[src/cs_pkg.sv]
// shared widths, codes and types for the contrast stretch block
package cs_pkg;

  localparam int GrayBits  = 16;
  localparam int PixelBits = 16;
  localparam int ProdBits  = 2 * GrayBits;
  localparam int StepBits  = $clog2(GrayBits);
  localparam int ApbBits   = 32;
  localparam int AddrBits  = 3;
  localparam int RegBits   = AddrBits - 2;

  typedef logic [GrayBits-1:0] gray_t;
  typedef logic [ProdBits-1:0] prod_t;
  typedef logic [ApbBits-1:0]  apb_data_t;
  typedef logic [AddrBits-1:0] apb_addr_t;

  localparam logic [RegBits-1:0] RegMaxGray = '0;
  localparam gray_t              GrayReset  = gray_t'(255);

  localparam logic OpMeasure = 1'b0;
  localparam logic OpStretch = 1'b1;

endpackage

[src/cs_ifs.sv]
// stream channel interfaces for pixel items and stretched results
interface cs_in_if;
  import cs_pkg::*;
  logic  valid;
  logic  ready;
  logic  op;
  gray_t pixel;
  logic  frame_start;
  modport source (output valid, op, pixel, frame_start, input ready);
  modport sink (input valid, op, pixel, frame_start, output ready);
endinterface

interface cs_out_if;
  import cs_pkg::*;
  logic  valid;
  logic  ready;
  gray_t stretched;
  logic  flat;
  modport source (output valid, stretched, flat, input ready);
  modport sink (input valid, stretched, flat, output ready);
endinterface

[src/contrast_stretch.sv]
// min-max contrast stretch: min/max tracking, serial multiply and divide
// measure items: accepted one per cycle while no stretch item is in progress, no result
// stretch items: result goes through the serial multiplier, the serial divider
//   and then the output register; with a flat range only the output register
// next item: taken only after the result is loaded into the output register
// reset: synchronous, min 255, max 0, max_gray 255, output register empty
module contrast_stretch (
  input  logic              clk,
  input  logic              rst,
  cs_in_if.sink             item,
  cs_out_if.source          result,
  input  logic              psel,
  input  logic              penable,
  input  logic              pwrite,
  input  cs_pkg::apb_addr_t paddr,
  input  cs_pkg::apb_data_t pwdata,
  output cs_pkg::apb_data_t prdata,
  output logic              pready
);
  import cs_pkg::*;

  typedef enum logic [3:0] {
    S_IDLE = 4'b0001,
    S_MUL  = 4'b0010,
    S_DIV  = 4'b0100,
    S_OUT  = 4'b1000
  } state_t;

  state_t state;
  state_t state_next;
  gray_t  max_gray;
  gray_t  min_seen;
  gray_t  max_seen;
  gray_t  rng;
  logic   res_flat;
  logic   out_valid;
  gray_t  out_stretched;
  logic   out_flat;

  logic   accept;
  gray_t  pix;
  gray_t  base_min;
  gray_t  base_max;
  logic   flat_now;
  gray_t  pix_clamp;
  gray_t  offset;
  logic   mul_start;
  logic   mul_done;
  prod_t  prod;
  logic   div_start;
  logic   div_done;
  gray_t  quo;
  logic   out_load;

  cs_cfg u_cfg (
    .clk      (clk),
    .rst      (rst),
    .psel     (psel),
    .penable  (penable),
    .pwrite   (pwrite),
    .paddr    (paddr),
    .pwdata   (pwdata),
    .prdata   (prdata),
    .pready   (pready),
    .max_gray (max_gray)
  );

  assign accept   = item.valid && item.ready;
  assign pix      = gray_t'(item.pixel[PixelBits-1:0]);
  assign base_min = item.frame_start ? max_gray : min_seen;
  assign base_max = item.frame_start ? '0 : max_seen;
  assign flat_now = (max_seen <= min_seen);

  always_comb begin
    pix_clamp = pix;
    if (pix < min_seen) begin
      pix_clamp = min_seen;
    end
    if (pix > max_seen) begin
      pix_clamp = max_seen;
    end
  end

  assign offset    = pix_clamp - min_seen;
  assign mul_start = accept && (item.op == OpStretch) && !flat_now;
  assign div_start = (state == S_MUL) && mul_done;
  assign out_load  = (state == S_OUT) && (!out_valid || result.ready);

  cs_mul u_mul (
    .clk   (clk),
    .rst   (rst),
    .start (mul_start),
    .a     (offset),
    .b     (max_gray),
    .done  (mul_done),
    .prod  (prod)
  );

  cs_div u_div (
    .clk   (clk),
    .rst   (rst),
    .start (div_start),
    .num   (prod),
    .den   (rng),
    .done  (div_done),
    .quo   (quo)
  );

  assign item.ready       = (state == S_IDLE);
  assign result.valid     = out_valid;
  assign result.stretched = out_stretched;
  assign result.flat      = out_flat;

  always_comb begin
    state_next = state;
    unique case (state)
      S_IDLE: begin
        if (accept && item.op == OpStretch) begin
          state_next = flat_now ? S_OUT : S_MUL;
        end
      end
      S_MUL: begin
        if (mul_done) begin
          state_next = S_DIV;
        end
      end
      S_DIV: begin
        if (div_done) begin
          state_next = S_OUT;
        end
      end
      S_OUT: begin
        if (out_load) begin
          state_next = S_IDLE;
        end
      end
      default: state_next = S_IDLE;
    endcase
  end

  always_ff @(posedge clk) begin
    if (rst) begin
      state     <= S_IDLE;
      min_seen  <= GrayReset;
      max_seen  <= '0;
      out_valid <= 1'b0;
    end else begin
      state <= state_next;
      if (accept && item.op == OpMeasure) begin
        min_seen <= (pix < base_min) ? pix : base_min;
        max_seen <= (pix > base_max) ? pix : base_max;
      end
      if (out_load) begin
        out_valid <= 1'b1;
      end else if (result.ready) begin
        out_valid <= 1'b0;
      end
    end
  end

  always_ff @(posedge clk) begin
    if (accept && item.op == OpStretch) begin
      rng      <= max_seen - min_seen;
      res_flat <= flat_now;
    end
    if (out_load) begin
      out_stretched <= res_flat ? '0 : quo;
      out_flat      <= res_flat;
    end
  end

endmodule

[src/cs_cfg.sv]
// apb register file holding max_gray
module cs_cfg (
  input  logic              clk,
  input  logic              rst,
  input  logic              psel,
  input  logic              penable,
  input  logic              pwrite,
  input  cs_pkg::apb_addr_t paddr,
  input  cs_pkg::apb_data_t pwdata,
  output cs_pkg::apb_data_t prdata,
  output logic              pready,
  output cs_pkg::gray_t     max_gray
);
  import cs_pkg::*;

  logic hit;

  assign hit    = (paddr[AddrBits-1:2] == RegMaxGray);
  assign pready = 1'b1;
  assign prdata = hit ? apb_data_t'(max_gray) : '0;

  always_ff @(posedge clk) begin
    if (rst) begin
      max_gray <= GrayReset;
    end else if (psel && penable && pwrite && pready && hit) begin
      max_gray <= pwdata[GrayBits-1:0];
    end
  end

endmodule

[src/cs_mul.sv]
// bit-serial shift-add multiplier, one multiplier bit per cycle
module cs_mul (
  input  logic          clk,
  input  logic          rst,
  input  logic          start,
  input  cs_pkg::gray_t a,
  input  cs_pkg::gray_t b,
  output logic          done,
  output cs_pkg::prod_t prod
);
  import cs_pkg::*;

  logic                busy;
  logic [StepBits-1:0] cnt;
  gray_t               mcand;
  logic [GrayBits:0]   sum;

  assign sum = prod[0] ? ({1'b0, prod[ProdBits-1:GrayBits]} + {1'b0, mcand})
                       : {1'b0, prod[ProdBits-1:GrayBits]};

  always_ff @(posedge clk) begin
    if (rst) begin
      busy <= 1'b0;
      done <= 1'b0;
      cnt  <= '0;
    end else begin
      done <= 1'b0;
      if (start) begin
        busy <= 1'b1;
        cnt  <= StepBits'(GrayBits - 1);
      end else if (busy) begin
        cnt <= cnt - 1'b1;
        if (cnt == '0) begin
          busy <= 1'b0;
          done <= 1'b1;
        end
      end
    end
  end

  always_ff @(posedge clk) begin
    if (start) begin
      prod  <= prod_t'(a);
      mcand <= b;
    end else if (busy) begin
      prod <= {sum, prod[GrayBits-1:1]};
    end
  end

endmodule

[src/cs_div.sv]
// restoring divider, one quotient bit per cycle, quotient known to fit gray_t
module cs_div (
  input  logic          clk,
  input  logic          rst,
  input  logic          start,
  input  cs_pkg::prod_t num,
  input  cs_pkg::gray_t den,
  output logic          done,
  output cs_pkg::gray_t quo
);
  import cs_pkg::*;

  logic                busy;
  logic [StepBits-1:0] cnt;
  gray_t               rem;
  gray_t               dsor;
  logic [GrayBits:0]   trial;
  logic [GrayBits:0]   diff;
  logic                ge;

  assign trial = {rem, quo[GrayBits-1]};
  assign diff  = trial - {1'b0, dsor};
  assign ge    = (trial >= {1'b0, dsor});

  always_ff @(posedge clk) begin
    if (rst) begin
      busy <= 1'b0;
      done <= 1'b0;
      cnt  <= '0;
    end else begin
      done <= 1'b0;
      if (start) begin
        busy <= 1'b1;
        cnt  <= StepBits'(GrayBits - 1);
      end else if (busy) begin
        cnt <= cnt - 1'b1;
        if (cnt == '0) begin
          busy <= 1'b0;
          done <= 1'b1;
        end
      end
    end
  end

  always_ff @(posedge clk) begin
    if (start) begin
      rem  <= num[ProdBits-1:GrayBits];
      quo  <= num[GrayBits-1:0];
      dsor <= den;
    end else if (busy) begin
      rem <= ge ? diff[GrayBits-1:0] : trial[GrayBits-1:0];
      quo <= {quo[GrayBits-2:0], ge};
    end
  end

endmodule

[src/flat_wrapper.sv]
// flat-port wrapper written by rule: the top's interface ports become plain ports
module contrast_stretch_flat import cs_pkg::*;
  (clk, rst, psel, penable, pwrite, paddr, pwdata, prdata, pready, item_valid, item_op, item_pixel, item_frame_start, item_ready, result_valid, result_stretched, result_flat, result_ready);
  cs_in_if item_i ();
  cs_out_if result_i ();
  input  logic clk;
  input  logic rst;
  input  logic psel;
  input  logic penable;
  input  logic pwrite;
  input  cs_pkg::apb_addr_t paddr;
  input  cs_pkg::apb_data_t pwdata;
  output cs_pkg::apb_data_t prdata;
  output logic pready;
  input wire logic [$bits(item_i.valid)-1:0] item_valid;
  input wire logic [$bits(item_i.op)-1:0] item_op;
  input wire logic [$bits(item_i.pixel)-1:0] item_pixel;
  input wire logic [$bits(item_i.frame_start)-1:0] item_frame_start;
  output wire logic [$bits(item_i.ready)-1:0] item_ready;
  output wire logic [$bits(result_i.valid)-1:0] result_valid;
  output wire logic [$bits(result_i.stretched)-1:0] result_stretched;
  output wire logic [$bits(result_i.flat)-1:0] result_flat;
  input wire logic [$bits(result_i.ready)-1:0] result_ready;
  assign item_i.valid = item_valid;
  assign item_i.op = item_op;
  assign item_i.pixel = item_pixel;
  assign item_i.frame_start = item_frame_start;
  assign item_ready = item_i.ready;
  assign result_valid = result_i.valid;
  assign result_stretched = result_i.stretched;
  assign result_flat = result_i.flat;
  assign result_i.ready = result_ready;
  contrast_stretch u_core (.clk(clk), .rst(rst), .item(item_i), .result(result_i), .psel(psel), .penable(penable), .pwrite(pwrite), .paddr(paddr), .pwdata(pwdata), .prdata(prdata), .pready(pready));
endmodule
[config.mk]
export PLATFORM = sky130hd
export DESIGN_NAME = contrast_stretch_flat
export DESIGN_NICKNAME = d
export VERILOG_FILES = /design/src/cs_pkg.sv /design/src/cs_ifs.sv /design/src/contrast_stretch.sv /design/src/cs_cfg.sv /design/src/cs_mul.sv /design/src/cs_div.sv /design/src/flat_wrapper.sv
export SDC_FILE = /design/constraint.sdc
export NUM_CORES = 1
export LEC_CHECK = 0
export ABC_AREA = 1
export BUFFER_PORTS_ARGS = -buffer_cell sky130_fd_sc_hd__buf_2
export CAP_MARGIN = 20
export CELL_PAD_IN_SITES_DETAIL_PLACEMENT = 1
export CELL_PAD_IN_SITES_GLOBAL_PLACEMENT = 2
export CORE_ASPECT_RATIO = 0.5
export CORE_MARGIN = 2
export CORE_UTILIZATION = 39
export CTS_CLUSTER_DIAMETER = 60
export CTS_CLUSTER_SIZE = 40
export DETAILED_ROUTE_END_ITERATION = 6
export HOLD_SLACK_MARGIN = 0.05
export PLACE_DENSITY = 0.9
export SKIP_LAST_GASP = 1
export SYNTH_ARGS = -nofsm -noshare
export SYNTH_HDL_FRONTEND = slang
export SYNTH_HIERARCHICAL = 1
export SYNTH_SLANG_ARGS = --single-unit
[constraint.sdc]
create_clock -name clk -period 7.7 [get_ports clk]
set_input_delay 0 -clock clk [delete_from_list [all_inputs] [get_ports clk]]
set_output_delay 0 -clock clk [all_outputs]
set_load 0.02 [all_outputs]
# --- Yosys cells after proc, flatten, opt, wreduce, memory -nomap -nowiden ---
# Cells that the tools add are included.
totals:
  reg_bits: 195
  wordCells: 100
  input_bits: 60
op_classes:
  bitwise_logic: 4
  add_sub_neg: 6
  n_eq_ne: 8
  reduce_logical: 20
  order_cmp: 6
  n_mux: 35
op_table:
  columns: ["cell", "n"]
  rows:
  - ["16-bit 2-to-1 mux", 14]
  - ["16-bit subtractor", 3]
  - ["4-bit 2-to-1 mux", 9]
  - ["16-bit greater-than comparator", 2]
  - ["16-bit less-than comparator", 2]
  - ["16-bit by 16-bit adder with 17-bit output", 1]
  - ["17-bit by 16-bit greater-or-equal comparator with 1-bit output", 1]
  - ["17-bit 2-to-1 mux", 1]
  - ["16-bit less-or-equal comparator", 1]
  - ["4-bit one-hot mux with 4 select lines", 1]
  - ["1-bit 2-to-1 mux", 10]
  - ["1-bit logical AND", 9]
  - ["4-bit zero test", 2]
  - ["4-bit by 1-bit subtractor with 4-bit output, second input constant", 2]
  - ["2-bit inequality test, second input constant", 3]
  - ["2-bit nonzero test", 3]
  - ["3-bit OR reduction", 2]
  - ["4-bit by 1-bit equality test with 1-bit output, second input constant", 1]
  - ["4-bit by 2-bit equality test with 1-bit output, second input constant", 1]
  - ["4-bit by 3-bit equality test with 1-bit output, second input constant", 1]
  - ["4-bit equality test, second input constant", 1]
  - ["1-bit inverter", 4]
  - ["4-bit AND reduction", 1]
  - ["1-bit zero test", 2]
  - ["other kinds (2)", 2]

# --- Depth between registers and ports, before layout ---
depth:
  word_depth: 5
  mapped_depth: 29

# --- Cells and area by module ---
# The synthesis kept the hierarchy.
by_module_without_submodules:
  columns: ["mod", "cells_each", "area_per_inst_um2", "seq_area_each_um2", "instances"]
  rows:
  - ["contrast_stretch", 878, 6573.8, 1761.7, 1]
  - ["cs_div", 447, 3445.8, 1561.5, 1]
  - ["cs_mul", 406, 3108.0, 1401.3, 1]
  - ["cs_cfg", 144, 934.6, 320.3, 1]

# --- Worst setup path before layout ---
# OpenSTA, ideal clock, no wires.
synth_path:
  path_kind: "reg2reg"
  start: "register u_core.max_seen[0]"
  end: "register u_core.u_mul.prod[0] (enable)"
  path_stages_with_launch: 14
  arrival_ns: 3.394
  period_less_slack_ns: 3.769
  slack_ns: 3.931
  path_cell_list: "dfxtp_1 > inv_1 > ha_1 > fa_1 > o21ai_1 > nand2_1 > nand2_2 > a21oi_2 > o21ai_1 > nand2_1 > nor2_1 > buf_2 > nor2_1 > inv_1"
synth_via:
  elab_chain_len: 4
synth_lines:
  columns: ["element", "line_no", "text"]
  rows:
  - ["start, declared", "contrast_stretch.sv:33", "gray_t max_seen;"]
  - ["start signal, assigned", "contrast_stretch.sv:151", "max_seen <= (pix > base_max) ? pix : base_max;"]
  - ["16-bit less-or-equal comparator", "contrast_stretch.sv:72", "assign flat_now = (max_seen <= min_seen);"]
  - ["net u_core.flat_now", "contrast_stretch.sv:44", "logic flat_now;"]
  - ["1-bit zero test", "contrast_stretch.sv:85", "assign mul_start = accept && (item.op == OpStretch) && !flat_now;"]
  - ["1-bit logical AND", "contrast_stretch.sv:85", null]
  - ["net u_core.mul_start", "contrast_stretch.sv:47", "logic mul_start;"]
  - ["2-bit nonzero test (no line)", null, null]
  - ["end signal, assigned", "cs_mul.sv:43", "prod <= prod_t'(a);"]
  - ["end signal, assigned", "cs_mul.sv:46", "prod <= {sum, prod[GrayBits-1:1]};"]
  - ["end, declared", "cs_mul.sv:9", "output cs_pkg::prod_t prod"]
# The timed path passes the listed nets, and every way through them passes these cells.
# A chain may end at the register's enable or synchronous reset.

# --- Final worst setup path ---
layout_path:
  start: "register u_core.max_seen[1]"
  end: "register u_core.u_mul.prod[13], data pin"
layout_via:
  elab_chain_len: 4
layout_lines:
  columns: ["element", "line_no", "text"]
  rows:
  - ["16-bit greater-than comparator", "contrast_stretch.sv:79", "if (pix > max_seen) begin"]
  - ["16-bit 2-to-1 mux *", "contrast_stretch.sv:79", null]
  - ["16-bit subtractor *", "contrast_stretch.sv:84", "assign offset = pix_clamp - min_seen;"]
  - ["net u_core.offset[13]", "contrast_stretch.sv:46", "gray_t offset;"]
  - ["16-bit 2-to-1 mux *", "cs_mul.sv:42", "if (start) begin"]
# The timed path passes the listed nets; every way through them passes the cells marked *.

==> impl_metrics.yaml <==
outcome:
  outcome: "finished, final reports clean"
global_route:
  grt_pass1_wl_mm: 68.1
  grt_pass1_vias: 12603
  grt.total_usage: 0.229
  grt_start_max_net_pins: 54
  grt_overflow: 0
  antenna_found_initial: 0
critical_path:
  critPathKind: "reg -> reg"
  slowest_stage: "nand2_1"
  r2r_cells: 27
  crit_fanout: 20
  reg2reg_from: "u_core/max_seen[1]$_SDFFE_PP0P_"
  reg2reg_to: "u_core/u_mul/prod[13]$_DFFE_PP_"
  arrival_ns: 5.20
  rrSetupSlack_ns: 2.71
  crit_top_cell: "nand2_1"
  worstSetupEndpointType: "register"
  critPathRequiredTime_ns: 7.91
  startpoint_type: "register"
  cpPeakStageDelay_ns: 0.62
logic_synthesis:
  synth-seq-cells: 195
  synth_warnings: 6
  synth_area_um2: 14100
  yosysSeqAreaShare: 0.359
  synth_area_per_cell_um2: 7.50
  ys_types: 57
  synthCells: 1875
floorplan:
  core_area_um2: 35700
  ios: 112
  die_area_um2: 37700
  initial_core_util: 0.393
  die_w_um: 273
  dieHeight_um: 138
  placementRows: 49
sta:
  slew_headroom: 0.297
  finalMaxSlewViolations: 0
  holdWs_ns: 0.0795
  grt_setup_unrepaired: "false"
  setup_viol: 0
  fmax_mhz: 200
  finalCritPeriodShare: 0.648
  fin_skew_ns: 0.0123
  tightest_slew_ns: 1.05
  hold_viol: 0
  fin_crit_ns: 4.99
  fin_tns_setup_ns: 0
route:
  wl_mm: 42.4
  dr.pass1.iters: 4
  drt-initial-drc-count: 646
  dr_total_vias: 12455
  viasPerCell: 5.05
  wire_per_inst_um: 17.2
  final_antenna_net_count: 0
  drcViolationCount: 0
layout:
  multiInputGateArea_um2: 7650
  drive_above_1_share: 0.117
  final_cell_mix: "nand2_1 (545), inv_1 (248), nor2_1 (132), ha_1 (127), nand3_1 (121)"
  syn_to_final_growth_pct: 12.2
  layout_commonest_cell: "nand2_1"
  final_nets: 2162
  ff_latch_area_um2: 5040
  num-fill-cells: 4492
  final_util: 0.441
  finalInstanceArea_um2: 15800
  n_antenna_cell: 0
placement:
  dp_hpwl_mm: 32.4
  port_buffers: 76
  post_dp_cell_area_um2: 14700
  globalplace.congestion: 0.871
clocking:
  worstSkewPairLatency_ns: 0.45
  cts_tree: "done"
  htree_levels: 4
  cts_root_buf: "clkbuf_16"
  cts.sinks: 195
  cts_inserted_buffers: 17
  cts.clk_slew.worst_paths_ns: 0.08
  clk_path_buf_depth: 2
hold_path:
  hp-start: "item_pixel[11]"
  holdPathEnd: "u_core/min_seen[11]$_SDFFE_PP0P_"
  worst_hold_path_type: "in -> reg"
  hold_depth: 5
power:
  p_leak_nw: 7.57
  ir_worst_vdd_mv: 0.174
  p_per_area_nw_per_um2: 208
  power_mw: 3.28
job:
  cap_violations: 0
[repair_timing]
item | 4_1_cts | 5_1_grt
gates resized for setup | 0 | 0
setup buffers | 0 | 0
hold buffers | 44 | 0
endpoints found under the hold margin | 29 | 0
[logic make-up after synthesis]
logic type | synth area share
flip-flops | 0.359
buffers and inverters | 0.102
adder cells (fa/ha/maj) | 0.119
AO/OA/AOI/OAI | 0.102
other | 0.000534
XOR/XNOR | 0.0237
AND/OR/NAND/NOR | 0.294
[flip-flops by register name, indices dropped and copies added (netlist names)]
signal                   flops
u_core/u_mul/busy            1
u_core/u_mul/done            1
u_core/u_mul/mcand          16
u_core/rng                  16
u_core/u_mul/prod           32
u_core/min_seen             16
u_core/u_cfg/max_gray       16
u_core/result.stretched     16
u_core/u_mul/cnt             4
u_core/max_seen             16
u_core/result.valid          1
u_core/u_div/done            1
u_core/result.flat           1
u_core/u_div/cnt             4
u_core/u_div/rem            16
u_core/u_div/quo            16
u_core/u_div/busy            1
u_core/u_div/dsor           16
u_core/state                 4
u_core/res_flat              1
[how the worst max path moves through the flow]
stage | startpoint | to | slack, ns
CTS | u_core/max_seen[1]$_SDFFE_PP0P_ | u_core/u_mul/prod[13]$_DFFE_PP_ | 2.87
finish | u_core/max_seen[1]$_SDFFE_PP0P_ | u_core/u_mul/prod[13]$_DFFE_PP_ | 2.71
floorplan | u_core/max_seen[0]$_SDFFE_PP0P_ | u_core/u_mul/prod[0]$_DFFE_PP_ | 3.93
global route | u_core/max_seen[1]$_SDFFE_PP0P_ | u_core/u_mul/prod[13]$_DFFE_PP_ | 2.37
global placement | u_core/max_seen[15]$_SDFFE_PP0P_ | u_core/u_mul/prod[13]$_DFFE_PP_ | 3.14
detailed placement | u_core/max_seen[1]$_SDFFE_PP0P_ | u_core/u_mul/prod[13]$_DFFE_PP_ | 3.00
[Yosys cell counts (all sizes together)]
cell / number / area [µm²]
a211oi: 3 / 22.5
a21boi: 2 / 15.0
a21o: 4 / 30.0
a21oi: 131 / 746
a221oi: 1 / 8.76
a31oi: 4 / 25.0
a41oi: 1 / 8.76
and2: 2 / 15.0
buf: 40 / 300
clkbuf: 26 / 129
clkinv: 4 / 16.3
conb: 2 / 7.51
dfxtp: 81 / 1620
edfxtp: 114 / 3420
fa: 4 / 80.1
ha: 127 / 1590
inv: 264 / 991
nand2: 584 / 2320
nand3: 141 / 806
nand3b: 17 / 128
nand4: 10 / 77.6
nor2: 145 / 618
nor3: 14 / 86.3
nor3b: 1 / 12.5
nor4: 5 / 52.6
o211ai: 5 / 37.5
o21a: 4 / 30.0
o21ai: 90 / 450
o21bai: 3 / 22.5
o22ai: 3 / 18.8
o311ai: 1 / 8.76
o31ai: 2 / 15.0
or2: 2 / 12.5
xnor2: 15 / 131
xor2: 23 / 201
[where the power goes]
group	internal [mW]	leakage, nW	switching, mW	total [mW]
clock	0.488	0.290	0.426	0.915
combinational	0.370	5.60	0.692	1.06
sequential	1.20	1.68	0.100	1.30
total	2.06	7.57	1.22	3.28
[layer usage]
layer,GRT usage,vias up,wire length (µm)
met3,0.0356,25,1340
met2,0.374,159,19400
met4,0.0364,0,372
met5,0,-,0
met1,0.324,6032,21300
li1,-,6239,-
[cell type report]
cell class | count | area share
timing repair buffer | 128 | 0.0558
clock inverter | 12 | 0.00944
tap | 484 | 0.0384
clock buffer | 20 | 0.0277
inverter | 268 | 0.0638
sequential | 195 | 0.320
multi-input combinational | 1361 | 0.485
[critical path, delay by kind of cell, from the launching register on]
family	cells	cell delay, ns
adder cells (fa/ha/maj)	2	0.66
buffers and inverters	3	0.58
AO/OA/AOI/OAI	9	1.55
flip-flops	1	0.49
AND/OR/NAND/NOR	13	1.46
[stage by stage]
stage                     instances  setup WS (ns)
final                          2468           2.71
after global placement         2392           3.14
after CTS                      2468           2.87
after detailed placement       2392           3.00
after floorplan                1890           3.93
after global routing           2468           2.37
Power figures use the tool's default switching activity.
